===== src/hdl/infix_expression_syntax_checker_top_macros.svh =====
// assertion macros for the infix expression syntax checker
`ifndef INFIX_EXPRESSION_SYNTAX_CHECKER_TOP_MACROS_SVH
`define INFIX_EXPRESSION_SYNTAX_CHECKER_TOP_MACROS_SVH

// clocked assertion, disabled while reset is high
`define IESC_ASSERT(name, prop, msg) \
   name: assert property (@(posedge clock) disable iff (reset) prop) else $error(msg);

// clocked assertion, also checked during reset
`define IESC_ASSERT_ALWAYS(name, prop, msg) \
   name: assert property (@(posedge clock) prop) else $error(msg);

`endif


===== src/hdl/iesc_pkg.sv =====
// shared constants and character classes for the infix expression syntax checker
`default_nettype none

package iesc_pkg;

   // deepest parenthesis nesting that is accepted
   localparam int unsigned MAX_DEPTH = 255;
   localparam int unsigned DEPTH_W   = $clog2(MAX_DEPTH + 1);

   typedef logic [DEPTH_W-1:0] depth_type;
   typedef logic [7:0]         char_type;

   // character codes
   localparam char_type CH_PLUS   = 8'h2B;
   localparam char_type CH_MINUS  = 8'h2D;
   localparam char_type CH_STAR   = 8'h2A;
   localparam char_type CH_SLASH  = 8'h2F;
   localparam char_type CH_CARET  = 8'h5E;
   localparam char_type CH_LPAREN = 8'h28;
   localparam char_type CH_RPAREN = 8'h29;
   localparam char_type CH_SPACE  = 8'h20;
   localparam char_type CH_ZERO   = 8'h30;
   localparam char_type CH_NINE   = 8'h39;

   // any arithmetic operator
   function automatic logic is_op(input char_type c);
      return (c == CH_PLUS) || (c == CH_MINUS) || (c == CH_STAR) ||
             (c == CH_SLASH) || (c == CH_CARET);
   endfunction

   // operators that cannot follow an open parenthesis
   function automatic logic is_high_op(input char_type c);
      return (c == CH_STAR) || (c == CH_SLASH) || (c == CH_CARET);
   endfunction

   // decimal digit
   function automatic logic is_digit(input char_type c);
      return c inside {[CH_ZERO:CH_NINE]};
   endfunction

endpackage

`default_nettype wire


===== src/hdl/infix_expression_syntax_checker_top.sv =====
// top level of the infix expression syntax checker
//
// The expression arrives one ASCII character per req transaction, with
// req_last marking its final character. After the final character one rsp
// transaction carries rsp_valid_res: 1 when the whole expression is well
// formed, 0 when any rule failed. Characters without req_last give no rsp.
// One character is taken every cycle while req_ready is high. Each character
// is held in an input register, checked against the registered history and
// parenthesis depth in the following cycle; when the final character leaves
// that stage the verdict lands in the result register, which drives rsp_valid.
// The rate is set by the history update, one character per cycle while the
// stage does not hold. After the final character all history returns to its
// start value so the next expression can follow at once.
// Synchronous reset returns history and depth to their start values and clears the valid bits of both registers.
// While a verdict waits on rsp_ready, characters keep flowing until a second
// final character reaches the check stage; that stage then holds, and
// req_ready drops until the waiting verdict is taken.
`default_nettype none

`include "infix_expression_syntax_checker_top_macros.svh"

module infix_expression_syntax_checker_top
   import iesc_pkg::*;
(
   input  wire logic       clock,
   input  wire logic       reset,
   input  wire logic       req_valid,
   output logic            req_ready,
   input  wire logic [7:0] req_ch,
   input  wire logic       req_last,
   output logic            rsp_valid,
   input  wire logic       rsp_ready,
   output logic            rsp_valid_res
);

   // input register
   logic      stg_valid_ff, stg_valid_in;
   char_type  stg_ch_ff;
   logic      stg_last_ff;

   // history and depth
   logic      prev_digit_ff,  prev_digit_in;
   logic      prev_space_ff,  prev_space_in;
   logic      prev2_digit_ff, prev2_digit_in;
   logic      pn_op_ff,       pn_op_in;
   logic      pn_lp_ff,       pn_lp_in;
   logic      pn_rp_ff,       pn_rp_in;
   logic      pn_digit_ff,    pn_digit_in;
   logic      first_pending_ff, first_pending_in;
   logic      failed_ff,      failed_in;
   depth_type depth_ff,       depth_in;

   // result register
   logic      rsp_valid_ff,     rsp_valid_in;
   logic      rsp_valid_res_ff, rsp_valid_res_in;

   logic      stg_advance;
   logic      c_op, c_hi, c_digit, c_lp, c_rp, c_sp;
   logic      pair_fail, depth_fail, fail_now;
   depth_type depth_next;

   // character classes of the staged transaction
   assign c_op    = is_op(stg_ch_ff);
   assign c_hi    = is_high_op(stg_ch_ff);
   assign c_digit = is_digit(stg_ch_ff);
   assign c_lp    = (stg_ch_ff == CH_LPAREN);
   assign c_rp    = (stg_ch_ff == CH_RPAREN);
   assign c_sp    = (stg_ch_ff == CH_SPACE);

   // stage holds only when it would produce a second waiting verdict
   assign stg_advance = stg_valid_ff && !(stg_last_ff && rsp_valid_ff && !rsp_ready);
   assign req_ready   = !stg_valid_ff || stg_advance;

   // adjacency rules on the space-free view
   assign pair_fail = !c_sp && ((pn_op_ff && c_op) || (pn_lp_ff && c_hi) ||
                                (pn_op_ff && c_rp) || (pn_digit_ff && c_lp) ||
                                (pn_rp_ff && c_digit));

   // parenthesis depth update with overflow and underflow checks
   always_comb begin
      depth_next = depth_ff;
      depth_fail = 1'b0;
      if (c_lp) begin
         if (depth_ff == DEPTH_W'(MAX_DEPTH)) depth_fail = 1'b1;
         else depth_next = depth_ff + DEPTH_W'(1);
      end else if (c_rp) begin
         if (depth_ff == '0) depth_fail = 1'b1;
         else depth_next = depth_ff - DEPTH_W'(1);
      end
   end

   assign fail_now = failed_ff || (first_pending_ff && c_op) || (stg_last_ff && c_op) ||
                     (prev2_digit_ff && prev_space_ff && c_digit) ||
                     pair_fail || depth_fail ||
                     (stg_last_ff && (depth_next != '0));

   // next state of stage, history and result
   always_comb begin
      stg_valid_in     = stg_valid_ff;
      prev_digit_in    = prev_digit_ff;
      prev_space_in    = prev_space_ff;
      prev2_digit_in   = prev2_digit_ff;
      pn_op_in         = pn_op_ff;
      pn_lp_in         = pn_lp_ff;
      pn_rp_in         = pn_rp_ff;
      pn_digit_in      = pn_digit_ff;
      first_pending_in = first_pending_ff;
      failed_in        = failed_ff;
      depth_in         = depth_ff;
      rsp_valid_in     = rsp_valid_ff && !rsp_ready;
      rsp_valid_res_in = rsp_valid_res_ff;

      if (req_ready) stg_valid_in = req_valid;

      if (stg_advance) begin
         if (stg_last_ff) begin
            prev_digit_in    = 1'b0;
            prev_space_in    = 1'b0;
            prev2_digit_in   = 1'b0;
            pn_op_in         = 1'b0;
            pn_lp_in         = 1'b0;
            pn_rp_in         = 1'b0;
            pn_digit_in      = 1'b0;
            first_pending_in = 1'b1;
            failed_in        = 1'b0;
            depth_in         = '0;
            rsp_valid_in     = 1'b1;
            rsp_valid_res_in = !fail_now;
         end else begin
            prev2_digit_in   = prev_digit_ff;
            prev_digit_in    = c_digit;
            prev_space_in    = c_sp;
            first_pending_in = 1'b0;
            failed_in        = fail_now;
            depth_in         = depth_next;
            if (!c_sp) begin
               pn_op_in    = c_op;
               pn_lp_in    = c_lp;
               pn_rp_in    = c_rp;
               pn_digit_in = c_digit;
            end
         end
      end
   end

   // control and history registers
   always_ff @(posedge clock) begin
      if (reset) begin
         stg_valid_ff     <= 1'b0;
         prev_digit_ff    <= 1'b0;
         prev_space_ff    <= 1'b0;
         prev2_digit_ff   <= 1'b0;
         pn_op_ff         <= 1'b0;
         pn_lp_ff         <= 1'b0;
         pn_rp_ff         <= 1'b0;
         pn_digit_ff      <= 1'b0;
         first_pending_ff <= 1'b1;
         failed_ff        <= 1'b0;
         depth_ff         <= '0;
         rsp_valid_ff     <= 1'b0;
      end else begin
         stg_valid_ff     <= stg_valid_in;
         prev_digit_ff    <= prev_digit_in;
         prev_space_ff    <= prev_space_in;
         prev2_digit_ff   <= prev2_digit_in;
         pn_op_ff         <= pn_op_in;
         pn_lp_ff         <= pn_lp_in;
         pn_rp_ff         <= pn_rp_in;
         pn_digit_ff      <= pn_digit_in;
         first_pending_ff <= first_pending_in;
         failed_ff        <= failed_in;
         depth_ff         <= depth_in;
         rsp_valid_ff     <= rsp_valid_in;
      end
   end

   // payload registers
   always_ff @(posedge clock) begin
      if (req_valid && req_ready) begin
         stg_ch_ff   <= req_ch;
         stg_last_ff <= req_last;
      end
      rsp_valid_res_ff <= rsp_valid_res_in;
   end

   assign rsp_valid     = rsp_valid_ff;
   assign rsp_valid_res = rsp_valid_res_ff;

   // checks
   `IESC_ASSERT(a_last_gives_rsp, stg_advance && stg_last_ff |=> rsp_valid_ff, "final character gave no verdict")
   `IESC_ASSERT(a_last_clears_state, stg_advance && stg_last_ff |=> first_pending_ff && (depth_ff == '0) && !failed_ff, "history not cleared after final character")
   `IESC_ASSERT(a_stall_only_on_rsp, !req_ready |-> rsp_valid_ff && !rsp_ready && stg_last_ff, "input stalled without a waiting verdict")
   `IESC_ASSERT(a_depth_bound, depth_ff <= DEPTH_W'(MAX_DEPTH), "parenthesis depth beyond limit")

endmodule

`default_nettype wire


===== config.mk =====
export PLATFORM = sky130hd
export DESIGN_NAME = infix_expression_syntax_checker_top
export DESIGN_NICKNAME = d
export VERILOG_FILES = /design/src/hdl/iesc_pkg.sv /design/src/hdl/infix_expression_syntax_checker_top.sv
export VERILOG_INCLUDE_DIRS = /design/src /design/src/hdl
export SDC_FILE = /design/constraint.sdc
export NUM_CORES = 1
export LEC_CHECK = 0
export BUFFER_PORTS_ARGS = -buffer_cell sky130_fd_sc_hd__buf_2
export CAP_MARGIN = 5
export CORE_UTILIZATION = 60
export CTS_CLUSTER_DIAMETER = 120
export CTS_CLUSTER_SIZE = 10
export DETAILED_ROUTE_END_ITERATION = 8
export GPL_TIMING_DRIVEN = 0
export PLACE_DENSITY = 0.8
export SYNTH_ARGS = -nofsm -noshare
export SYNTH_HDL_FRONTEND = slang
export SYNTH_SLANG_ARGS = --single-unit

===== constraint.sdc =====
create_clock -name clock -period 3.71 [get_ports clock]
set_clock_uncertainty 0.1 [all_clocks]
set_input_delay 0.371 -clock clock [delete_from_list [all_inputs] [get_ports clock]]
set_output_delay 0.371 -clock clock [all_outputs]
set_load 0.1 [all_outputs]

==> results of run 1 <==
[placed cells by master, fill, tap and decap left out, drive strengths merged, types with 4 or more instances in the layout]
master   instances
nor2            26
dfxtp           19
clkbuf          18
nand2           17
buf             17
a21oi           10
edfxtp          10
a22oi            8
o21ai            7
inv              6
nand3            6
nor2b            5
nand4            5
and3             4
or3              4
nor3             4
a211oi           4
a2bb2oi          4
[cells by family after synthesis]
kind of cell	Yosys count	share of synthesized area, %
simple gates	98	31.1
xor+xnor	2	0.973
mux	4	2.29
compound gates	54	21.5
buf+inv	20	4.31
fa+ha+maj	3	2.09
flops	29	37.8
[path summary, 6_finish.rpt]
path	from	end	cells past startpoint
min reg2reg	prev_digit_ff$_SDFFE_PP0P_	prev_digit_ff$_SDFFE_PP0P_	2
max	stg_ch_ff[7]$_DFFE_PP_	rsp_valid_res$_DFFE_PP_	6
max reg2reg	stg_ch_ff[7]$_DFFE_PP_	rsp_valid_res$_DFFE_PP_	6
min	req_last	stg_last_ff$_DFFE_PP_	1
[stage by stage]
stage	instances	setup WS [ns]	cell area [um2]	total power (uW)	utilization [%]
floorplan	210	1.14	1800	387	-
global placement	255	1.11	1910	402	68.1
detailed placement	255	1.06	1910	404	68.1
CTS	263	1.01	2000	673	71.4
global route	263	0.803	2000	694	71.4
finish	263	0.987	2000	670	71.4
[power groups by stage]
| stage | registers (uW) | logic, uW | clock network, uW |
|---|---|---|---|
| 6_report | 344 | 55.1 | 271 |
| 5_1_grt | 345 | 60.0 | 289 |
| 4_1_cts | 344 | 54.2 | 275 |
| 3_5_place_dp | 351 | 53.5 | 0 |
| 3_3_place_gp | 350 | 52.1 | 0 |
| 2_1_floorplan | 353 | 34.3 | 0 |
[worst register-to-register path, stage by stage (launching register included)]
cell and delay (ns):
edfxtp_1 0.48, nor4bb_1 0.57, nand2_1 0.31, o32ai_1 0.45, mux2i_1 0.29, nand4_1 0.14, o31ai_2 0.22
[final cells by class]
| class | count | share of cell area [%] |
|---|---|---|
| buffer | 14 | 2.75 |
| timing repair buffer | 14 | 3.50 |
| tap | 31 | 1.94 |
| clock inverter | 1 | 0.250 |
| sequential | 29 | 34.0 |
| clock buffer | 7 | 4.38 |
| inverter | 6 | 1.13 |
| multi-input combinational | 161 | 52.1 |
[routing by layer]
layer	part of all wire [%]	wire length (um)	global-route usage, %
met5	0	0	0
met4	2.9	131	17.4
met3	7.4	328	6.91
met2	49	2170	51.2
met1	41	1820	37.4
==> reports/qor.txt, run 1 <==
core box area: 2810 um2
peak supply drop: 0.000273 V
combinational power share: 8.2%
io pins: 16
Setup-failing EPs final: 0
post-CTS setup buffer count: 0
Seq/Total Area, Yosys: 37.8%
main flop type after synthesis: dfxtp_1
fin crit period: 2.72 ns
drt initial violations: 83
Crit. End Element: flop
top-count cell post-synth: nor2_1
layout cells sized above 1: 12.9%
leading area contributor after synthesis: dfxtp_1
setup_tns: 0 ns
final hold vios: 0
# H-tree levels: 2
top flop regs: depth_ff x8, stg_ch_ff x8
Final period util: 73.4%
Clock Path Buffers: 2
ys async rst share: 0%
Lkg Pwr: 0.000745 uW
Worst slew margin: 39.3%
Psw: 160 uW
Port Buffers: 14
die height: 56.8 um
CP max stage cell: nor4bb_1
Post-Syn Instances: 210
Starting Density: 64.2%
largest net degree at the start of global routing: 11
vias post-DR: 1762
synth cell count leaders: nor2_1, dfxtp_1, nand2_1, clkbuf_1
Die ar.: 3220 um2
GPL Wtd Cong: 0.893
Post-DP HPWL: 3.18 mm
Synth Warn #: 0
die width: 56.8 um
Flop pwr share: 51.4%
Max Slew Vio Count: 0
Synth-to-Final Area Change: 11.2%
clock-pin slew of the registers on the worst-case setup and hold paths: 0.10 ns
register area: 681 um2
Fill cells: 222
gr usage total: 31.1%
status: finished clean
CP top delay family: simple AND/OR/NAND/NOR gates
initial antenna violation count: 0
root buf cell: clkbuf_4
Clock Sinks: 29
critical path's largest stage delay: 0.57 ns
Initial DRT Pass Iterations: 4
Synth top area share: 21.1%
largest fanout on the critical path: 6
worst slew pin tran: 0.906 ns
RSZ-0062 raised after global routing: false
main area contributors after synthesis: dfxtp_1, edfxtp_1, nor2_1
MaxCap Viol Count: 0
CTS tree: built
total wire length: 4.45 mm
post-synthesis instance area: 1800 um2
WL/cell: 16.9 um
Fin Hold WS: 0.108 ns
row cnt: 19
first-pass GRT wire length: 7.58 mm
Pint: 510 uW
critical path class: flop to flop
Buf+Inv Stages, Crit Path: 0
fmax: 367 MHz
Worst EP required: 3.78 ns
gr ovfl total: 0
#FFs+latches synth: 29
number of diodes: 0
number of library cell types mapped by synthesis: 53
CP Launch Type: flop
worst hold path type: input port to flop
Power Density: 335 nW/um2
Mean Syn Cell Area: 8.57 um2
Syn Nets: 226
worst skew pair latency: 0.34 ns
vias per cell: 6.70
Worst EP arrival: 2.79 ns
CTS resizes: 0
Post-route DRC: 0
Multi-input gate area: 1040 um2
Clock power frac: 40.4%
Post-synth EDFFs: 10
Final ANT Viol Nets: 0
vias in the first global route: 1696
cells along the critical path: nor4bb_1 -> nand2_1 -> o32ai_1 -> mux2i_1 -> nand4_1 -> o31ai_2
Sw Ratio: 23.9%
internal reg-to-reg setup slack: 0.99 ns
TritonCTS buffer count: 5
hold_buf cts: 0
nets@finish: 247
Power figures use the tool's default switching activity.
==> inputs of run 2 (changes only) <==
--- a/config.mk
+++ b/config.mk
@@ -6,14 +6,15 @@
 export SDC_FILE = /design/constraint.sdc
 export NUM_CORES = 1
 export LEC_CHECK = 0
+export ABC_AREA = 1
 export BUFFER_PORTS_ARGS = -buffer_cell sky130_fd_sc_hd__buf_2
 export CAP_MARGIN = 5
-export CORE_UTILIZATION = 60
+export CORE_UTILIZATION = 59
 export CTS_CLUSTER_DIAMETER = 120
 export CTS_CLUSTER_SIZE = 10
 export DETAILED_ROUTE_END_ITERATION = 8
 export GPL_TIMING_DRIVEN = 0
-export PLACE_DENSITY = 0.8
+export PLACE_DENSITY = 0.79
 export SYNTH_ARGS = -nofsm -noshare
 export SYNTH_HDL_FRONTEND = slang
 export SYNTH_SLANG_ARGS = --single-unit
==> constraint.sdc (replaced) <==
create_clock -name clock -period 2.8 [get_ports clock]
set_clock_uncertainty 0.1 [all_clocks]
set_input_delay 0.28 -clock clock [delete_from_list [all_inputs] [get_ports clock]]
set_output_delay 0.28 -clock clock [all_outputs]
set_load 0.1 [all_outputs]
==> run 2 against run 1 <==
Against the previous run:
- final cell count increased by 32%
- sequential share of layout area decreased by 1.1 points
- combinational power increased by 10%
- clock power increased by 17%
- routed wire length decreased by 9.1%
- worst setup slack got worse by 0.25 ns
- die area increased by 4.8%
- maximum frequency increased by 32%
- sequential power increased by 33%
- register-to-register slack got worse by 0.25 ns
- via count increased by 3.2%
- synthesized area increased by 3.3%
- critical endpoint unchanged
- largest cell class unchanged
- highest routed layer unchanged
==> reports/qor.txt, run 2 <==
post-CTS setup buffer count: 0 (unchanged)
Worst slew margin: 58.8% (+20 points)
synth cell count leaders: nand2_1, inv_1, nor2_1, nand3_1, a21oi_1
combinational power share: 7.3% (-0.9 points)
hold_sp: req_ch[2]
R2R Path Start: depth_ff[0]$_SDFFE_PP0P_
Fill cells: 285 (+28%)
most frequent cells in the layout: nand2_1, inv_1, nor2_1, nand3_1, a21oi_1
core box area: 3030 um2 (+7.9%)
gr ovfl total: 0 (unchanged)
Synth-to-Final Area Change: 11.3%
Setup-failing EPs final: 0 (unchanged)
commonest non-fill, non-tap cell in the layout: nand2_1
total wire length: 4.04 mm (-9.1%)
Syn Nets: 296 (+31%)
CP max stage cell: dfxtp_1
Mean Syn Cell Area: 6.64 um2 (-23%)
hold depth: 1 (unchanged)
largest net degree at the start of global routing: 11 (unchanged)
# H-tree levels: 2 (unchanged)
Power Density: 404 nW/um2 (+21%)
Clock Path Buffers: 2 (unchanged)
Multi-input gate area: 1000 um2 (-4.1%)
layout cells sized above 1: 14.6% (+1.6 points)
Post-DP HPWL: 3.12 mm (-1.9%)
main flop type after synthesis: dfxtp_1
ys async rst share: 0% (unchanged)
Clock Sinks: 29 (unchanged)
peak supply drop: 0.000603 V (+120%)
TritonCTS buffer count: 5 (unchanged)
RSZ-0062 raised after global routing: false
FF-to-FF path depth: 14 (+8)
cells along the critical path: inv_1 -> ha_1 -> nand3_1 -> inv_1 -> nand2_1 -> nand2_1 -> nand2_1 -> nand2_1 -> nand2_1 -> nand2_1 -> nand2_1 -> nor2_1 -> nand3_1 -> a21oi_2
most used cell, CP: nand2_1
worst skew pair latency: 0.32 ns (-0.02 ns)
MaxCap Viol Count: 0 (unchanged)
#FFs+latches synth: 29 (unchanged)
Final period util: 73.6% (+0.22 points)
Synth top area share: 20.5% (-0.67 points)
hold_buf cts: 0 (unchanged)
die width: 58.1 um (+2.4%)
Max Slew Vio Count: 0 (unchanged)
Sw Ratio: 23.0% (-0.89 points)
critical path's largest stage delay: 0.42 ns (-0.15 ns)
Clock power frac: 37.9% (-2.5 points)
nets@finish: 317 (+28%)
top-count cell post-synth: nand2_1
worst slew pin tran: 0.615 ns (-0.291 ns)
final hold vios: 0 (unchanged)
critical path class: flop to flop
Pint: 644 uW (+26%)
top flop regs: depth_ff x8, stg_ch_ff x8
Worst EP arrival: 2.04 ns (-0.75 ns)
Post-Syn Instances: 280 (+33%)
Critical Path Source: depth_ff[0]$_SDFFE_PP0P_
Seq/Total Area, Yosys: 36.6% (-1.2 points)
Lkg Pwr: 0.000929 uW (+25%)
status: finished clean
setup_tns: 0 ns (unchanged)
fmax: 485 MHz (+32%)
gr usage total: 26.1% (-4.9 points)
GPL Wtd Cong: 0.917 (+2.7%)
vias per cell: 5.26 (-22%)
clock-pin slew of the registers on the worst-case setup and hold paths: 0.09 ns (about the same)
CP Launch Type: flop
Initial DRT Pass Iterations: 4 (unchanged)
leading area contributor after synthesis: dfxtp_1
vias post-DR: 1819 (+3.2%)
number of library cell types mapped by synthesis: 29 (-45%)
WL/cell: 11.7 um (-31%)
Worst EP required: 2.78 ns (-1.00 ns)
Pwr Total: 836 uW (+25%)
root buf cell: clkbuf_4
main area contributors after synthesis: dfxtp_1, nand2_1, edfxtp_1
Synth Warn #: 0 (unchanged)
Post-synth EDFFs: 10 (unchanged)
row cnt: 20 (+1)
number of diodes: 0 (unchanged)
die height: 58.1 um (+2.4%)
first-pass GRT wire length: 6.71 mm (-11%)
Final ANT Viol Nets: 0 (unchanged)
Post-route DRC: 0 (unchanged)
Psw: 192 uW (+20%)
Place WS: 0.784 ns (-0.272 ns)
register area: 681 um2 (unchanged)
CTS tree: built
Port Buffers: 14 (unchanged)
worst hold path type: input port to flop
final worst slack: 0.739 ns (-0.248 ns)
Die ar.: 3380 um2 (+4.8%)
drt initial violations: 94 (+13%)
Crit. End Element: flop
Starting Density: 61.4% (-2.8 points)
vias in the first global route: 1626 (-4.1%)
largest fanout on the critical path: 6 (unchanged)
Flop pwr share: 54.8% (+3.4 points)
initial antenna violation count: 0 (unchanged)
CTS resizes: 0 (unchanged)
post-synthesis instance area: 1860 um2 (+3.3%)
fin crit period: 2.06 ns (-0.662 ns)
io pins: 16 (unchanged)
## run 2: changes by cell type in the layout (fill, tap and decap cells not counted), sizes merged, moves of 4 or more
| cell | change |
|---|---|
| a211oi | -4 |
| or3 | -4 |
| nor2b | -5 |
| nand3 | +19 |
| nand2 | +77 |
| clkbuf | -8 |
| a22oi | -8 |
| inv | +28 |
| nor2 | +9 |
| and3 | -4 |
| a21oi | +13 |
## run 2: kinds of logic (layout without fill, tap and decap cells)
kind of cell | after synthesis | in the layout | synth area share [%]
XOR/XNOR | 2 | 2 | 0.942
adder cells (fa/ha/maj) | 3 | 3 | 2.02
flip-flops | 29 | 29 | 36.6
buffers and inverters | 42 | 64 | 9.89
AND/OR/NAND/NOR | 170 | 170 | 40.1
AO/OA/AOI/OAI | 34 | 34 | 10.4
## run 2: critical path: cells and delay by family, from the launching register on
family	cells	cell delay, ns
buffers and inverters	2	0.20
and+or+nand+nor	10	0.81
AOI/OAI and AO/OA	1	0.06
adders and majority gates	1	0.22
DFF	1	0.42
## run 2: worst paths after layout
check	endpoint	slack, ns
min	stg_ch_ff[2]$_DFFE_PP_	0.03
min reg2reg	prev2_digit_ff$_SDFFE_PP0P_	0.36
max reg2reg	rsp_valid_res$_DFFE_PP_	0.74
max	rsp_valid_res$_DFFE_PP_	0.74
## run 2: cell type report
cell class	instances	area share (%)
repair buffers	14	3.39
inverters	34	6.17
flip-flops and latches	29	32.9
multi-input cells	209	48.3
clock buffers	8	3.87
well taps	44	2.66
plain buffers	8	2.72
## run 2: per-layer routing
metal | track usage (%) | vias to the layer above | share of wire [%]
met5 | 0 | - | 0
met4 | 12.6 | 0 | 1.9
met3 | 6.25 | 8 | 5.2
met2 | 47.5 | 48 | 51
met1 | 28.3 | 817 | 41
li1 | - | 946 | -
## run 2: stage by stage
step | cell area (um2) | hold slack [ns] | instances | util, %
floorplan | 1860 | 0.279 | 280 | -
global placement | 1990 | 0.338 | 338 | 65.7
detailed placement | 1990 | 0.344 | 338 | 65.7
CTS | 2070 | 0.0174 | 346 | 68.3
global route | 2070 | 0.00976 | 346 | 68.3
finish | 2070 | 0.0264 | 346 | 68.3
## run 2: power by group through the flow
| stage | Combinational (uW) | Clock, uW | Sequential (uW) |
|---|---|---|---|
| after CTS | 61.0 | 324 | 458 |
| final | 60.7 | 317 | 458 |
| after detailed placement | 60.5 | 0 | 468 |
| after global placement | 58.8 | 0 | 467 |
| after floorplan | 37.2 | 0 | 471 |
| after global routing | 67.6 | 338 | 460 |
